==> config.mk <==
export PLATFORM = sky130hd
export DESIGN_NAME = priority_scheduler_with_aging_flat
export DESIGN_NICKNAME = d
export VERILOG_FILES = /design/src/rtl/psa_pkg.sv /design/src/rtl/psa_channels.sv /design/src/rtl/psa_entry_ram.sv /design/src/rtl/priority_scheduler_with_aging.sv /design/src/flat_wrapper.sv
export SDC_FILE = /design/constraint.sdc
export NUM_CORES = 1
export LEC_CHECK = 0
export BUFFER_PORTS_ARGS = -buffer_cell sky130_fd_sc_hd__clkbuf_2
export CORE_UTILIZATION = 62
export CTS_CLUSTER_SIZE = 14
export DETAILED_ROUTE_END_ITERATION = 10
export PLACE_DENSITY = 0.8
export SLEW_MARGIN = 20
export SYNTH_ARGS = -nofsm -noshare
export SYNTH_HDL_FRONTEND = slang
export SYNTH_HIERARCHICAL = 1
export SYNTH_SLANG_ARGS = --single-unit
export TNS_END_PERCENT = 10
==> constraint.sdc <==
create_clock -name clk -period 6.8 [get_ports clk]
set_clock_uncertainty 0.15 [all_clocks]
set_input_delay 0.34 -clock clk [delete_from_list [all_inputs] [get_ports clk]]
set_output_delay 0.34 -clock clk [all_outputs]
set_load 0.01 [all_outputs]
==> src/rtl/psa_pkg.sv <==
// Shared types, codes and constants of the priority scheduler with aging.
// Depends on nothing; every other file of the block uses it.
`default_nettype none

package psa_pkg;

  localparam int DEFAULT_QUEUE_DEPTH = 16;

  localparam int ID_W     = 8;
  localparam int SPRIO_W  = 8;
  localparam int PRIO_W   = 16;
  localparam int SLICE_W  = 8;
  localparam int COUNT_W  = 9;
  localparam int STATUS_W = 2;

  localparam logic signed [PRIO_W-1:0] PRIO_MIN = {1'b1, {(PRIO_W-1){1'b0}}};

  // opcodes
  localparam logic OP_ADD      = 1'b0;
  localparam logic OP_DISPATCH = 1'b1;

  // result status codes
  localparam logic [STATUS_W-1:0] STAT_ADDED      = 2'd0;
  localparam logic [STATUS_W-1:0] STAT_REJECTED   = 2'd1;
  localparam logic [STATUS_W-1:0] STAT_DISPATCHED = 2'd2;
  localparam logic [STATUS_W-1:0] STAT_EMPTY      = 2'd3;

  // configuration port
  localparam int CFG_ADDR_W = 3;
  localparam int CFG_DATA_W = 32;
  localparam int CFG_IDX_W  = CFG_ADDR_W - 2;
  localparam logic [CFG_IDX_W-1:0] REG_FINISH_THRESHOLD = 1'd0;

  typedef struct packed {
    logic [ID_W-1:0]           id;
    logic signed [PRIO_W-1:0]  prio;
    logic [SLICE_W-1:0]        need;
    logic [SLICE_W-1:0]        used;
  } entry_t;

  typedef enum logic [2:0] {
    ST_IDLE,
    ST_HEAD_EVAL,
    ST_INS_RD,
    ST_INS_CMP,
    ST_INS_PUT,
    ST_RESULT
  } state_t;

endpackage

`default_nettype wire

==> src/rtl/psa_channels.sv <==
// Valid/ready channel interfaces for the scheduler's item and result words.
// Depends on psa_pkg for field widths.
`default_nettype none

interface psa_in_if;
  logic                              valid;
  logic                              ready;
  logic                              opcode;
  logic [psa_pkg::ID_W-1:0]          proc_id;
  logic signed [psa_pkg::SPRIO_W-1:0] start_priority;
  logic [psa_pkg::SLICE_W-1:0]       need_slices;

  modport source (output valid, output opcode, output proc_id, output start_priority,
                  output need_slices, input ready);
  modport sink   (input valid, input opcode, input proc_id, input start_priority,
                  input need_slices, output ready);
endinterface

interface psa_out_if;
  logic                              valid;
  logic                              ready;
  logic [psa_pkg::STATUS_W-1:0]      status;
  logic [psa_pkg::ID_W-1:0]          run_id;
  logic [psa_pkg::SLICE_W-1:0]       slices_run;
  logic                              finished;
  logic [psa_pkg::COUNT_W-1:0]       queue_count;

  modport source (output valid, output status, output run_id, output slices_run,
                  output finished, output queue_count, input ready);
  modport sink   (input valid, input status, input run_id, input slices_run,
                  input finished, input queue_count, output ready);
endinterface

`default_nettype wire

==> src/rtl/psa_entry_ram.sv <==
// Entry memory of the ready queue: one write port, one read port, registered read.
// Depends on psa_pkg for the entry type.
`default_nettype none

module psa_entry_ram #(
  parameter int DEPTH = psa_pkg::DEFAULT_QUEUE_DEPTH,
  parameter int AW    = $clog2(DEPTH)
) (
  input  wire logic            clk,
  input  wire logic            we,
  input  wire logic [AW-1:0]   waddr,
  input  wire psa_pkg::entry_t wdata,
  input  wire logic [AW-1:0]   raddr,
  output psa_pkg::entry_t      rdata
);

  psa_pkg::entry_t mem [DEPTH];

  always_ff @(posedge clk) begin
    if (we) begin
      mem[waddr] <= wdata;
    end
  end

  always_ff @(posedge clk) begin
    rdata <= mem[raddr];
  end

endmodule

`default_nettype wire

==> src/rtl/priority_scheduler_with_aging.sv <==
// Add: read the tail (ST_INS_RD), walk up in ST_INS_CMP moving lower-priority entries,
// ST_INS_PUT if the walk passes the head; an empty queue takes it directly, a full one
// rejects it. Dispatch evaluates the head in ST_HEAD_EVAL and inserts a requeued one
// like an add. One word at a time: a new word is taken only in ST_IDLE.
// Reset (rst_n low, synchronous): queue count, head pointer, state, output valid
// and finish_threshold clear; the entry memory is not cleared and needs no sweep.
`default_nettype none

module priority_scheduler_with_aging #(
  parameter int QUEUE_DEPTH = psa_pkg::DEFAULT_QUEUE_DEPTH
) (
  input  wire logic                              clk,
  input  wire logic                              rst_n,
  psa_in_if.sink                                 in_ch,
  psa_out_if.source                              out_ch,
  input  wire logic                              psel,
  input  wire logic                              penable,
  input  wire logic                              pwrite,
  input  wire logic [psa_pkg::CFG_ADDR_W-1:0]    paddr,
  input  wire logic [psa_pkg::CFG_DATA_W-1:0]    pwdata,
  output logic      [psa_pkg::CFG_DATA_W-1:0]    prdata,
  output logic                                   pready
);

  // PW indexes the entry memory; CW holds a count of 0..QUEUE_DEPTH.
  localparam int PW = $clog2(QUEUE_DEPTH);
  localparam int CW = $clog2(QUEUE_DEPTH + 1);
  localparam logic [PW:0]   DEPTH_P = (PW+1)'(QUEUE_DEPTH);
  localparam logic [CW-1:0] DEPTH_C = CW'(QUEUE_DEPTH);

  // ---------------------------------------------------------------------------
  // Configuration register
  // ---------------------------------------------------------------------------
  logic [psa_pkg::SLICE_W-1:0] thresh_r;
  logic                        cfg_wr;
  logic                        cfg_hit;

  assign pready  = 1'b1;
  assign cfg_hit = (paddr[psa_pkg::CFG_ADDR_W-1:2] == psa_pkg::REG_FINISH_THRESHOLD);
  assign cfg_wr  = psel && penable && pwrite && pready && cfg_hit;
  assign prdata  = cfg_hit ? psa_pkg::CFG_DATA_W'(thresh_r) : '0;

  always_ff @(posedge clk) begin
    if (!rst_n) begin
      thresh_r <= '0;
    end else if (cfg_wr) begin
      thresh_r <= pwdata[psa_pkg::SLICE_W-1:0];
    end
  end

  // ---------------------------------------------------------------------------
  // Queue state: the entries sit in a ring inside the entry memory. head_r
  // points at the highest-priority entry; logical index l lives at
  // head_r + l (mod QUEUE_DEPTH). Dispatch advances head_r and may reinsert the aged
  // head; insertion walks from the tail toward the head, moving each lower-priority
  // entry up one slot, until it meets an entry of equal or higher priority.
  // ---------------------------------------------------------------------------
  psa_pkg::state_t state_r, state_nxt;
  logic [CW-1:0]   count_r, count_nxt;
  logic [PW-1:0]   head_r, head_nxt;
  logic [PW-1:0]   k_r, k_nxt;           // logical index under compare
  psa_pkg::entry_t work_r, work_nxt;     // entry being inserted

  // result staging
  logic [psa_pkg::STATUS_W-1:0] res_status_r, res_status_nxt;
  logic [psa_pkg::ID_W-1:0]     res_id_r, res_id_nxt;
  logic [psa_pkg::SLICE_W-1:0]  res_slices_r, res_slices_nxt;
  logic                         res_fin_r, res_fin_nxt;

  // output register
  logic                         out_valid_r, out_valid_nxt;
  logic [psa_pkg::STATUS_W-1:0] out_status_r, out_status_nxt;
  logic [psa_pkg::ID_W-1:0]     out_id_r, out_id_nxt;
  logic [psa_pkg::SLICE_W-1:0]  out_slices_r, out_slices_nxt;
  logic                         out_fin_r, out_fin_nxt;
  logic [psa_pkg::COUNT_W-1:0]  out_count_r, out_count_nxt;

  // memory port
  logic            mem_we;
  logic [PW-1:0]   mem_waddr;
  psa_pkg::entry_t mem_wdata;
  logic [PW-1:0]   mem_raddr;
  psa_pkg::entry_t mem_rdata;

  psa_entry_ram #(
    .DEPTH (QUEUE_DEPTH),
    .AW    (PW)
  ) u_psa_entry_ram (
    .clk   (clk),
    .we    (mem_we),
    .waddr (mem_waddr),
    .wdata (mem_wdata),
    .raddr (mem_raddr),
    .rdata (mem_rdata)
  );

  // Map a logical queue index to its memory slot.
  function automatic logic [PW-1:0] slot_of(input logic [PW-1:0] hd, input logic [PW-1:0] l);
    logic [PW:0] s;
    s = {1'b0, hd} + {1'b0, l};
    if (s >= DEPTH_P) begin
      s = s - DEPTH_P;
    end
    return s[PW-1:0];
  endfunction

  // handshake
  logic in_acc;
  logic out_load;

  assign in_ch.ready = (state_r == psa_pkg::ST_IDLE);
  assign in_acc      = in_ch.valid && in_ch.ready;
  assign out_load    = (state_r == psa_pkg::ST_RESULT) && (!out_valid_r || out_ch.ready);

  // head evaluation, valid in ST_HEAD_EVAL when mem_rdata is the head entry
  logic [psa_pkg::SLICE_W-1:0] head_remain;
  logic                        head_full_run;
  logic                        head_last;
  logic                        head_reinsert;
  logic signed [psa_pkg::PRIO_W-1:0] head_prio_dec;
  logic                        shift_up;

  assign head_remain   = (mem_rdata.need > mem_rdata.used) ?
                         (mem_rdata.need - mem_rdata.used) : '0;
  assign head_full_run = (head_remain <= thresh_r);
  assign head_last     = (({1'b0, mem_rdata.used} + 9'd1) == {1'b0, mem_rdata.need});
  assign head_reinsert = !head_full_run && !head_last;
  assign head_prio_dec = (mem_rdata.prio == psa_pkg::PRIO_MIN) ? mem_rdata.prio
                                                                 : (mem_rdata.prio - 16'sd1);
  // the walk keeps going while the stored entry ranks strictly lower
  assign shift_up      = ($signed(mem_rdata.prio) < $signed(work_r.prio));

  // ---------------------------------------------------------------------------
  // Next state
  // ---------------------------------------------------------------------------
  always_comb begin
    state_nxt = state_r;
    unique case (state_r)
      psa_pkg::ST_IDLE: begin
        if (in_acc) begin
          priority if (in_ch.opcode == psa_pkg::OP_ADD) begin
            state_nxt = (count_r == DEPTH_C) ? psa_pkg::ST_RESULT : psa_pkg::ST_INS_RD;
          end else begin
            state_nxt = (count_r == '0) ? psa_pkg::ST_RESULT : psa_pkg::ST_HEAD_EVAL;
          end
        end
      end
      psa_pkg::ST_HEAD_EVAL: begin
        state_nxt = head_reinsert ? psa_pkg::ST_INS_RD : psa_pkg::ST_RESULT;
      end
      psa_pkg::ST_INS_RD: begin
        state_nxt = (count_r == '0) ? psa_pkg::ST_RESULT : psa_pkg::ST_INS_CMP;
      end
      psa_pkg::ST_INS_CMP: begin
        priority if (!shift_up) begin
          state_nxt = psa_pkg::ST_RESULT;
        end else if (k_r == '0) begin
          state_nxt = psa_pkg::ST_INS_PUT;
        end else begin
          state_nxt = psa_pkg::ST_INS_CMP;
        end
      end
      psa_pkg::ST_INS_PUT: begin
        state_nxt = psa_pkg::ST_RESULT;
      end
      psa_pkg::ST_RESULT: begin
        if (out_load) begin
          state_nxt = psa_pkg::ST_IDLE;
        end
      end
      default: state_nxt = psa_pkg::ST_IDLE;
    endcase
  end

  // ---------------------------------------------------------------------------
  // Datapath and memory control
  // ---------------------------------------------------------------------------
  always_comb begin
    count_nxt      = count_r;
    head_nxt       = head_r;
    k_nxt          = k_r;
    work_nxt       = work_r;
    res_status_nxt = res_status_r;
    res_id_nxt     = res_id_r;
    res_slices_nxt = res_slices_r;
    res_fin_nxt    = res_fin_r;
    mem_we         = 1'b0;
    mem_waddr      = slot_of(head_r, k_r + 1'b1);
    mem_wdata      = mem_rdata;
    mem_raddr      = head_r;

    unique case (state_r)
      psa_pkg::ST_IDLE: begin
        if (in_acc) begin
          res_id_nxt     = '0;
          res_slices_nxt = '0;
          res_fin_nxt    = 1'b0;
          work_nxt.id    = in_ch.proc_id;
          work_nxt.prio  = {{(psa_pkg::PRIO_W-psa_pkg::SPRIO_W){in_ch.start_priority[7]}},
                            in_ch.start_priority};
          work_nxt.need  = in_ch.need_slices;
          work_nxt.used  = '0;
          priority if (in_ch.opcode == psa_pkg::OP_ADD) begin
            res_status_nxt = (count_r == DEPTH_C) ? psa_pkg::STAT_REJECTED
                                                  : psa_pkg::STAT_ADDED;
          end else begin
            // head read issued here: mem_raddr defaults to head_r
            res_status_nxt = (count_r == '0) ? psa_pkg::STAT_EMPTY
                                             : psa_pkg::STAT_DISPATCHED;
          end
        end
      end
      psa_pkg::ST_HEAD_EVAL: begin
        // drop the head from the ring
        head_nxt       = slot_of(head_r, PW'(1));
        count_nxt      = count_r - 1'b1;
        res_id_nxt     = mem_rdata.id;
        res_slices_nxt = head_full_run ? head_remain : 8'd1;
        res_fin_nxt    = !head_reinsert;
        work_nxt.id    = mem_rdata.id;
        work_nxt.prio  = head_prio_dec;
        work_nxt.need  = mem_rdata.need;
        work_nxt.used  = mem_rdata.used + 1'b1;
      end
      psa_pkg::ST_INS_RD: begin
        if (count_r == '0) begin
          mem_we    = 1'b1;
          mem_waddr = head_r;
          mem_wdata = work_r;
          count_nxt = count_r + 1'b1;
        end else begin
          // start the walk at the tail
          k_nxt     = PW'(count_r - 1'b1);
          mem_raddr = slot_of(head_r, PW'(count_r - 1'b1));
        end
      end
      psa_pkg::ST_INS_CMP: begin
        mem_we    = 1'b1;
        mem_waddr = slot_of(head_r, k_r + 1'b1);
        if (shift_up) begin
          // move this entry up; read the next one toward the head
          mem_wdata = mem_rdata;
          k_nxt     = k_r - 1'b1;
          mem_raddr = slot_of(head_r, k_r - 1'b1);
        end else begin
          mem_wdata = work_r;
          count_nxt = count_r + 1'b1;
        end
      end
      psa_pkg::ST_INS_PUT: begin
        mem_we    = 1'b1;
        mem_waddr = head_r;
        mem_wdata = work_r;
        count_nxt = count_r + 1'b1;
      end
      psa_pkg::ST_RESULT: begin
        // hold until the output register frees up
      end
      default: begin
      end
    endcase
  end

  // output register: load from staging, drop on handshake
  always_comb begin
    out_valid_nxt  = out_valid_r && !out_ch.ready;
    out_status_nxt = out_status_r;
    out_id_nxt     = out_id_r;
    out_slices_nxt = out_slices_r;
    out_fin_nxt    = out_fin_r;
    out_count_nxt  = out_count_r;
    if (out_load) begin
      out_valid_nxt  = 1'b1;
      out_status_nxt = res_status_r;
      out_id_nxt     = res_id_r;
      out_slices_nxt = res_slices_r;
      out_fin_nxt    = res_fin_r;
      out_count_nxt  = psa_pkg::COUNT_W'(count_r);
    end
  end

  always_ff @(posedge clk) begin
    if (!rst_n) begin
      state_r     <= psa_pkg::ST_IDLE;
      count_r     <= '0;
      head_r      <= '0;
      out_valid_r <= 1'b0;
    end else begin
      state_r     <= state_nxt;
      count_r     <= count_nxt;
      head_r      <= head_nxt;
      out_valid_r <= out_valid_nxt;
    end
  end

  always_ff @(posedge clk) begin
    k_r          <= k_nxt;
    work_r       <= work_nxt;
    res_status_r <= res_status_nxt;
    res_id_r     <= res_id_nxt;
    res_slices_r <= res_slices_nxt;
    res_fin_r    <= res_fin_nxt;
    out_status_r <= out_status_nxt;
    out_id_r     <= out_id_nxt;
    out_slices_r <= out_slices_nxt;
    out_fin_r    <= out_fin_nxt;
    out_count_r  <= out_count_nxt;
  end

  assign out_ch.valid       = out_valid_r;
  assign out_ch.status      = out_status_r;
  assign out_ch.run_id      = out_id_r;
  assign out_ch.slices_run  = out_slices_r;
  assign out_ch.finished    = out_fin_r;
  assign out_ch.queue_count = out_count_r;

endmodule

`default_nettype wire

==> src/flat_wrapper.sv <==
// flat-port wrapper written by rule: the top's interface ports become plain ports
module priority_scheduler_with_aging_flat 
#(
  parameter int QUEUE_DEPTH = psa_pkg::DEFAULT_QUEUE_DEPTH
)
  (clk, rst_n, psel, penable, pwrite, paddr, pwdata, prdata, pready, in_ch_valid, in_ch_opcode, in_ch_proc_id, in_ch_start_priority, in_ch_need_slices, in_ch_ready, out_ch_valid, out_ch_status, out_ch_run_id, out_ch_slices_run, out_ch_finished, out_ch_queue_count, out_ch_ready);
  psa_in_if in_ch_i ();
  psa_out_if out_ch_i ();
  input  wire logic clk;
  input  wire logic rst_n;
  input  wire logic psel;
  input  wire logic penable;
  input  wire logic pwrite;
  input  wire logic [psa_pkg::CFG_ADDR_W-1:0] paddr;
  input  wire logic [psa_pkg::CFG_DATA_W-1:0] pwdata;
  output logic      [psa_pkg::CFG_DATA_W-1:0] prdata;
  output logic pready;
  input wire logic [$bits(in_ch_i.valid)-1:0] in_ch_valid;
  input wire logic [$bits(in_ch_i.opcode)-1:0] in_ch_opcode;
  input wire logic [$bits(in_ch_i.proc_id)-1:0] in_ch_proc_id;
  input wire logic [$bits(in_ch_i.start_priority)-1:0] in_ch_start_priority;
  input wire logic [$bits(in_ch_i.need_slices)-1:0] in_ch_need_slices;
  output wire logic [$bits(in_ch_i.ready)-1:0] in_ch_ready;
  output wire logic [$bits(out_ch_i.valid)-1:0] out_ch_valid;
  output wire logic [$bits(out_ch_i.status)-1:0] out_ch_status;
  output wire logic [$bits(out_ch_i.run_id)-1:0] out_ch_run_id;
  output wire logic [$bits(out_ch_i.slices_run)-1:0] out_ch_slices_run;
  output wire logic [$bits(out_ch_i.finished)-1:0] out_ch_finished;
  output wire logic [$bits(out_ch_i.queue_count)-1:0] out_ch_queue_count;
  input wire logic [$bits(out_ch_i.ready)-1:0] out_ch_ready;
  assign in_ch_i.valid = in_ch_valid;
  assign in_ch_i.opcode = in_ch_opcode;
  assign in_ch_i.proc_id = in_ch_proc_id;
  assign in_ch_i.start_priority = in_ch_start_priority;
  assign in_ch_i.need_slices = in_ch_need_slices;
  assign in_ch_ready = in_ch_i.ready;
  assign out_ch_valid = out_ch_i.valid;
  assign out_ch_status = out_ch_i.status;
  assign out_ch_run_id = out_ch_i.run_id;
  assign out_ch_slices_run = out_ch_i.slices_run;
  assign out_ch_finished = out_ch_i.finished;
  assign out_ch_queue_count = out_ch_i.queue_count;
  assign out_ch_i.ready = out_ch_ready;
  priority_scheduler_with_aging #(.QUEUE_DEPTH(QUEUE_DEPTH)) u_core (.clk(clk), .rst_n(rst_n), .in_ch(in_ch_i), .out_ch(out_ch_i), .psel(psel), .penable(penable), .pwrite(pwrite), .paddr(paddr), .pwdata(pwdata), .prdata(prdata), .pready(pready));
endmodule
Yosys cells after proc, flatten, opt, wreduce, memory -nomap -nowiden:

Memories as Yosys holds them, arrays and structs flattened. A register that Yosys moved wholly into a read port is not among the register bits.
Index checks and enable logic that the tools add are counted.

* $add $sub $neg: 16
* order comparisons: 7
* equal/unequal tests: 14
* multiplexer cells: 47
* bitwise operators: 1
* reductions and logical operators: 25

Operators with widths (number)
* $mux 40: 3
* $pmux 40 s3: 1
* $pmux 40 s2: 1
* $mux 4: 9
* $mux 8: 4
* $pmux 8 s2: 2
* $mux 3: 9
* $pmux 4 s2: 3
* $ge 5x5->1 const B: 4
* $pmux 5 s4: 1
* $sub 4x1->4 const B: 5
* $pmux 3 s6: 1
* $eq 16x16->1 const B: 1
* $lt 16x16->1: 1
* $mux 16: 1
* $sub 16x2->16 const B: 1
* $add 4x4->5: 3
* $mux 5: 2
* $add 8x1->9 const B: 1
* $eq 9x8->1: 1
* $add 8x1->8 const B: 1
* $gt 8x8->1: 1
* $le 8x8->1: 1
* $sub 8x8->8: 1
* 25 further kinds: 52

* bits in registers: 108
* bits in writable memories: 640
* input bits: 67
* output and inout bits: 63
* memories kept: 1

Memory list
* u_core.u_psa_entry_ram.mem: depth 16, width 40, read ports 1, clocked after memory_dff 1, wr ports 1, line psa_entry_ram.sv:17 `psa_pkg::entry_t mem [DEPTH];`

Depth between registers and ports, before layout:

* depth after elaboration: 7
* gate-level depth with buffers: 15

Cells and area by module:

The synthesis kept the hierarchy.

Modules (own cells, without submodules)
* psa_entry_ram: times used 1, cells each 1040, area an instance 25131.6 µm²
* priority_scheduler_with_aging: times used 1, cells each 705, area an instance 7365.8 µm²

Worst setup path before layout:

OpenSTA, ideal clock, no wires.

* kind: register -> register
* start: register u_core.k_r[0]
* end: memory u_core/u_psa_entry_ram/mem[0][0] in the netlist's numbering (enable)
* arrival time: 4.954 ns
* required time: 6.163 ns
* setup slack: 1.209 ns
* cell stages (with the launch flop): 11
* path buffers: 0
* period minus slack after synthesis: 5.591 ns
* cell sequence: edfxtp_1 -> inv_1 -> ha_1 -> ha_1 -> a21o_1 -> a21oi_1 -> xnor2_1 -> nor2_1 -> xor2_1 -> or3b_2 -> nor3_1

* word-level cells in the longest chain between the ends: 6
* elaborated cells between the ends (all ways): 7

RTL lines
* start, declared: line priority_scheduler_with_aging.sv:61 `logic [PW-1:0] k_r, k_nxt;`
* start signal, assigned: line priority_scheduler_with_aging.sv:297 `k_r <= k_nxt;`
* $add 4x1->4 (*): line priority_scheduler_with_aging.sv:188, priority_scheduler_with_aging.sv:239
* $add 4x4->5 (*): line priority_scheduler_with_aging.sv:100 `s = {1'b0, hd} + {1'b0, l};`
* $sub 4x1->4 / $ge 5x5->1 (equally long branches): line priority_scheduler_with_aging.sv:102, priority_scheduler_with_aging.sv:101
* $mux 4 (*): line priority_scheduler_with_aging.sv:101 `if (s >= DEPTH_P) begin`
* $mux 4: line priority_scheduler_with_aging.sv:226 `if (count_r == '0) begin`
* $pmux 4 s2 (*): line priority_scheduler_with_aging.sv:192 `unique case (state_r)`
* net u_core.mem_waddr[3]: line priority_scheduler_with_aging.sv:80 `logic [PW-1:0] mem_waddr;`
* end, declared: line psa_entry_ram.sv:17

The timed path passes the listed nets; every way through them passes the cells marked *.

Final worst setup path:

* start: register u_core/u_psa_entry_ram/rdata[31] (netlist name)
* end: register u_core/u_psa_entry_ram/rdata[0] (netlist name)

* word-level cells in the longest chain between the ends: 3

RTL lines
* $lt 16x16->1: line priority_scheduler_with_aging.sv:131 `assign shift_up = ($signed(mem_rdata.prio) < $signed(work_r.prio));`
* $mux 4: line priority_scheduler_with_aging.sv:240 `if (shift_up) begin`
* $pmux 4 s2: line priority_scheduler_with_aging.sv:192
* net u_core.mem_raddr[0]: line priority_scheduler_with_aging.sv:82 `logic [PW-1:0] mem_raddr;`

The timed path passes the listed nets, and every way through them passes these cells.
A chain may end at the register's enable or synchronous reset.

==> impl_table.tex <==
\begin{tabular}{lr}
\hline
Metric & Value \\
\hline
\multicolumn{2}{l}{\textbf{Run status}} \\
Status & complete, no violations \\
\multicolumn{2}{l}{\textbf{Final layout}} \\
Number of nets at the end of the flow & between 2000 and 2500 \\
Final Non-Filler Cells & 2637 \\
Number of antenna cells inserted & 0 \\
Relative area change from synthesis to final layout & 12.24\% \\
Layout cell share with drive strength beyond 1 & 0.2049 \\
\multicolumn{2}{l}{\textbf{Logic synthesis}} \\
Sequential cell area fraction in the yosys report & 0.7094 \\
Top cell type by total area after synthesis & edfxtp\_1 \\
Most frequently used flop master after synthesis & edfxtp\_1 \\
Count of cell types in the netlist & between 70 and 80 \\
Number of synthesized flops with an enable pin & around 730 \\
Post-synth top area share & 0.6718 \\
Synthesized area per cell & 18.62 um2 \\
Count of synthesis-stage warnings from yosys & 6 \\
Mapped cell area & roughly 0.032 mm2 \\
Instance count of the mapped netlist & 1745 \\
Main area contributors after synthesis & edfxtp\_1 (67\%), mux4\_2 (6.9\%), mux4\_1 (4.9\%) \\
Fraction of registers with async set or reset after synthesis & 0 \\
Synth Register Bits & 788 \\
\multicolumn{2}{l}{\textbf{Die}} \\
I/O pin count & 130 \\
Initial Util & 0.6309 \\
Area of the die & 0.05334 mm2 \\
Total core area & 0.05151 mm2 \\
Total number of placement rows & 83 \\
Vert. Die Dim & 230.9 um \\
Die X-Extent & approximately 230 um \\
\multicolumn{2}{l}{\textbf{Placed design}} \\
Detailed placer's ending HPWL & 41.17 mm \\
Placed cell count & $\sim$2500 \\
Placer Congestion & between 0.8 and 0.9 \\
Number of port buffers & 74 \\
Worst setup timing slack at the placement stage & about 1.8 ns \\
\multicolumn{2}{l}{\textbf{Critical path}} \\
CP endpoint & u\_core/u\_psa\_entry\_ram/rdata[0] \\
Category of the worst setup path launch point & register \\
Origin of the worst setup path & u\_core/u\_psa\_entry\_ram/rdata[31] \\
Worst R2R End & u\_core/u\_psa\_entry\_ram/rdata[0] \\
Worst EP arrival & between 5 and 6 ns \\
Crit path max fanout & 75 \\
CP Class & register to register \\
Critical Path End Type & register \\
Flop-to-flop setup slack & roughly 1.6 ns \\
Worst Reg-to-Reg Cells & 10 \\
Data required time at the worst endpoint & $\sim$7.1 ns \\
Reg-to-reg startpoint & u\_core/u\_psa\_entry\_ram/rdata[31] \\
\multicolumn{2}{l}{\textbf{Power}} \\
Largest voltage drop on the vdd net & approximately 370 uV \\
Power Total & about 18 mW \\
PD cells & $\sim$500 mW/mm2 \\
Static leakage & 12.41 nW \\
\multicolumn{2}{l}{\textbf{Hold path}} \\
Startpoint of the tightest hold check path & in\_ch\_start\_priority[7] \\
Class of the most critical hold timing path & input port to register \\
\multicolumn{2}{l}{\textbf{Detailed routing}} \\
Total wirelength of the detailed-routed design & 73.05 mm \\
Drc violations & 0 \\
Routed via count & roughly 17000 \\
DR vias/cell & between 6 and 7 \\
Number of nets with antenna violations after detailed routing & 0 \\
Number of iterations in the first detailed-routing pass & 7 \\
DRC violation total after the first TritonRoute iteration & about 2200 \\
WL/cell & around 28 um \\
\multicolumn{2}{l}{\textbf{CTS}} \\
Clock Pin Slew Worst Setup and Hold Paths & around 0.06 ns \\
Clock Tree Buf Depth & 3 \\
Number of post-CTS setup repair buffers & 0 \\
Number of buffers created by CTS & 77 \\
Hold\_buf cts & 36 \\
CTS tree & yes \\
Clock latency reported for the late side of the worst-skew pair & 0.61 ns \\
H-tree level count & 3 \\
Root Driver & clkbuf\_16 \\
CTS sink count & just under 800 \\
Resized cells post-CTS & 0 \\
\multicolumn{2}{l}{\textbf{Timing}} \\
Crit path time final & about 5.2 ns \\
Final setup violation count & 0 \\
RSZ-0062 raised after global routing & no \\
Total count of hold-check failures in the final report & 0 \\
Sum of negative setup slack & 0 ns \\
Least setup slack across all paths after layout & 1.615 ns \\
Upper clock frequency limit & approximately 190 MHz \\
Final critical-path share of the clock period & 0.7624 \\
Final number of max-transition violations & 0 \\
Worst hold margin & approximately 0.13 ns \\
Slew margin rel. & 0.2600 \\
Worst Tran Pin Value & around 1.1 ns \\
\multicolumn{2}{l}{\textbf{Global route}} \\
GRT overflow & 0 \\
Met1 Use GR & 0.3954 \\
Wire length of the first global-routing pass & $\sim$110 mm \\
All-layer global routing usage & 0.2824 \\
GRT met3 Usage & 0.04484 \\
Peak-usage layer in the global routing report & met2 \\
Global routing usage on met2 & 0.4549 \\
Number of global-route vias before repair & about 17000 \\
Number of antenna violations at the first check in global routing & 2 \\
Largest net degree at the start of global routing & 101 \\
\multicolumn{2}{l}{\textbf{Run}} \\
Total of max-cap violations & 0 \\
\hline
\end{tabular}
==> per-stage QoR <==
stage,utilization,instance area (um2)
5_1_grt,0.7081,36480
3_5_place_dp,0.6518,33570
4_1_cts,0.7070,36420
6_report,0.7081,36480
3_3_place_gp,0.6503,33500
2_1_floorplan,-,32600
==> cells in the final DEF (no fill, tap or decap), types with 36 or more instances in the layout <==
cell / Yosys / final
dlygate4sd3_1: 0 / 36
inv_1: 49 / 49
edfxtp_1: 727 / 727
nand2_1: 107 / 106
nor2_1: 59 / 46
clkbuf_16: 0 / 81
mux4_2: 100 / 100
a21oi_1: 47 / 47
clkbuf_2: 0 / 74
a22oi_1: 81 / 81
mux2_4: 38 / 38
mux4_1: 60 / 60
ha_1: 46 / 46
dfxtp_1: 61 / 61
==> cells in the mapped netlist (all sizes together), types with 8 or more instances <==
cell,n
edfxtp,727
mux4,160
nand2,108
a22oi,81
buf,63
dfxtp,61
nor2,59
a21oi,49
inv,49
ha,46
clkbuf,42
mux2,41
xor2,28
o21ai,23
xnor2,17
nor3,16
and3,14
a21o,13
nor2b,12
and2,10
nand2b,10
nand4,10
or3,8
==> power breakdown <==
part,leakage [nW],internal (mW),switching (mW)
clock network,1.21,2.44,1.73
logic,4.08,2.39,3.82
registers,7.11,7.12,0.386
==> cell families after synthesis <==
logic type	count (synthesis)	share of synthesized area
AOI/OAI and AO/OA	211	0.04455
xor gates and xnor gates	48	0.01421
adders and majority gates	50	0.02017
buffers and inverters	155	0.02999
DFF	788	0.7094
muxes	205	0.1376
other	2	0.0002311
and+or+nand+nor	286	0.04385
==> critical path, stage by stage (launching register included) <==
cell and delay (ns):
dfxtp_1 0.38, ha_1 0.42, nand4_1 0.22, a211oi_1 0.75
nand2_1 0.22, a31oi_1 0.52, a221o_4 0.70, buf_12 0.46
mux4_1 0.66, a22oi_1 0.23, nand2_1 0.11
==> metal layers <==
layer  share of wire  wire length, um
met5               0                0
met4           0.026             1926
met3           0.089             6522
met2            0.50            36300
met1            0.39            28300
==> layout make-up <==
| cell class | instances | area [um2] |
|---|---|---|
| well taps | 680 | 850.8 |
| repair buffers | 149 | 1159 |
| flip-flops and latches | 788 | 23050 |
| clock buffers | 113 | 2247 |
| fillers | 3024 | 15030 |
| inverters | 50 | 187.7 |
| multi-input cells | 829 | 8741 |
| clock inverters | 28 | 237.7 |
==> sequential cells by signal, indices dropped and copies added, names as in the netlist, 5 cells and up <==
register                      flops
u_core/u_psa_entry_ram/mem      640
u_core/work_r                    40
u_core/out_ch.slices_run          8
u_core/res_id_r                   8
u_core/thresh_r                   8
u_core/out_ch.queue_count         5
u_core/u_psa_entry_ram/rdata     40
u_core/out_ch.run_id              8
u_core/count_r                    5
u_core/res_slices_r               8
==> worst min path at each step <==
| stage | end | cells after the start |
|---|---|---|
| floorplan | u_core/out_ch.finished | 0 |
| global placement | u_core/out_ch.run_id[0] | 0 |
| detailed placement | u_core/out_ch.finished | 0 |
| CTS | u_core/work_r[23] | 3 |
| global route | u_core/work_r[25] | 3 |
| finish | u_core/work_r[25] | 3 |
Power figures use the tool's default switching activity.
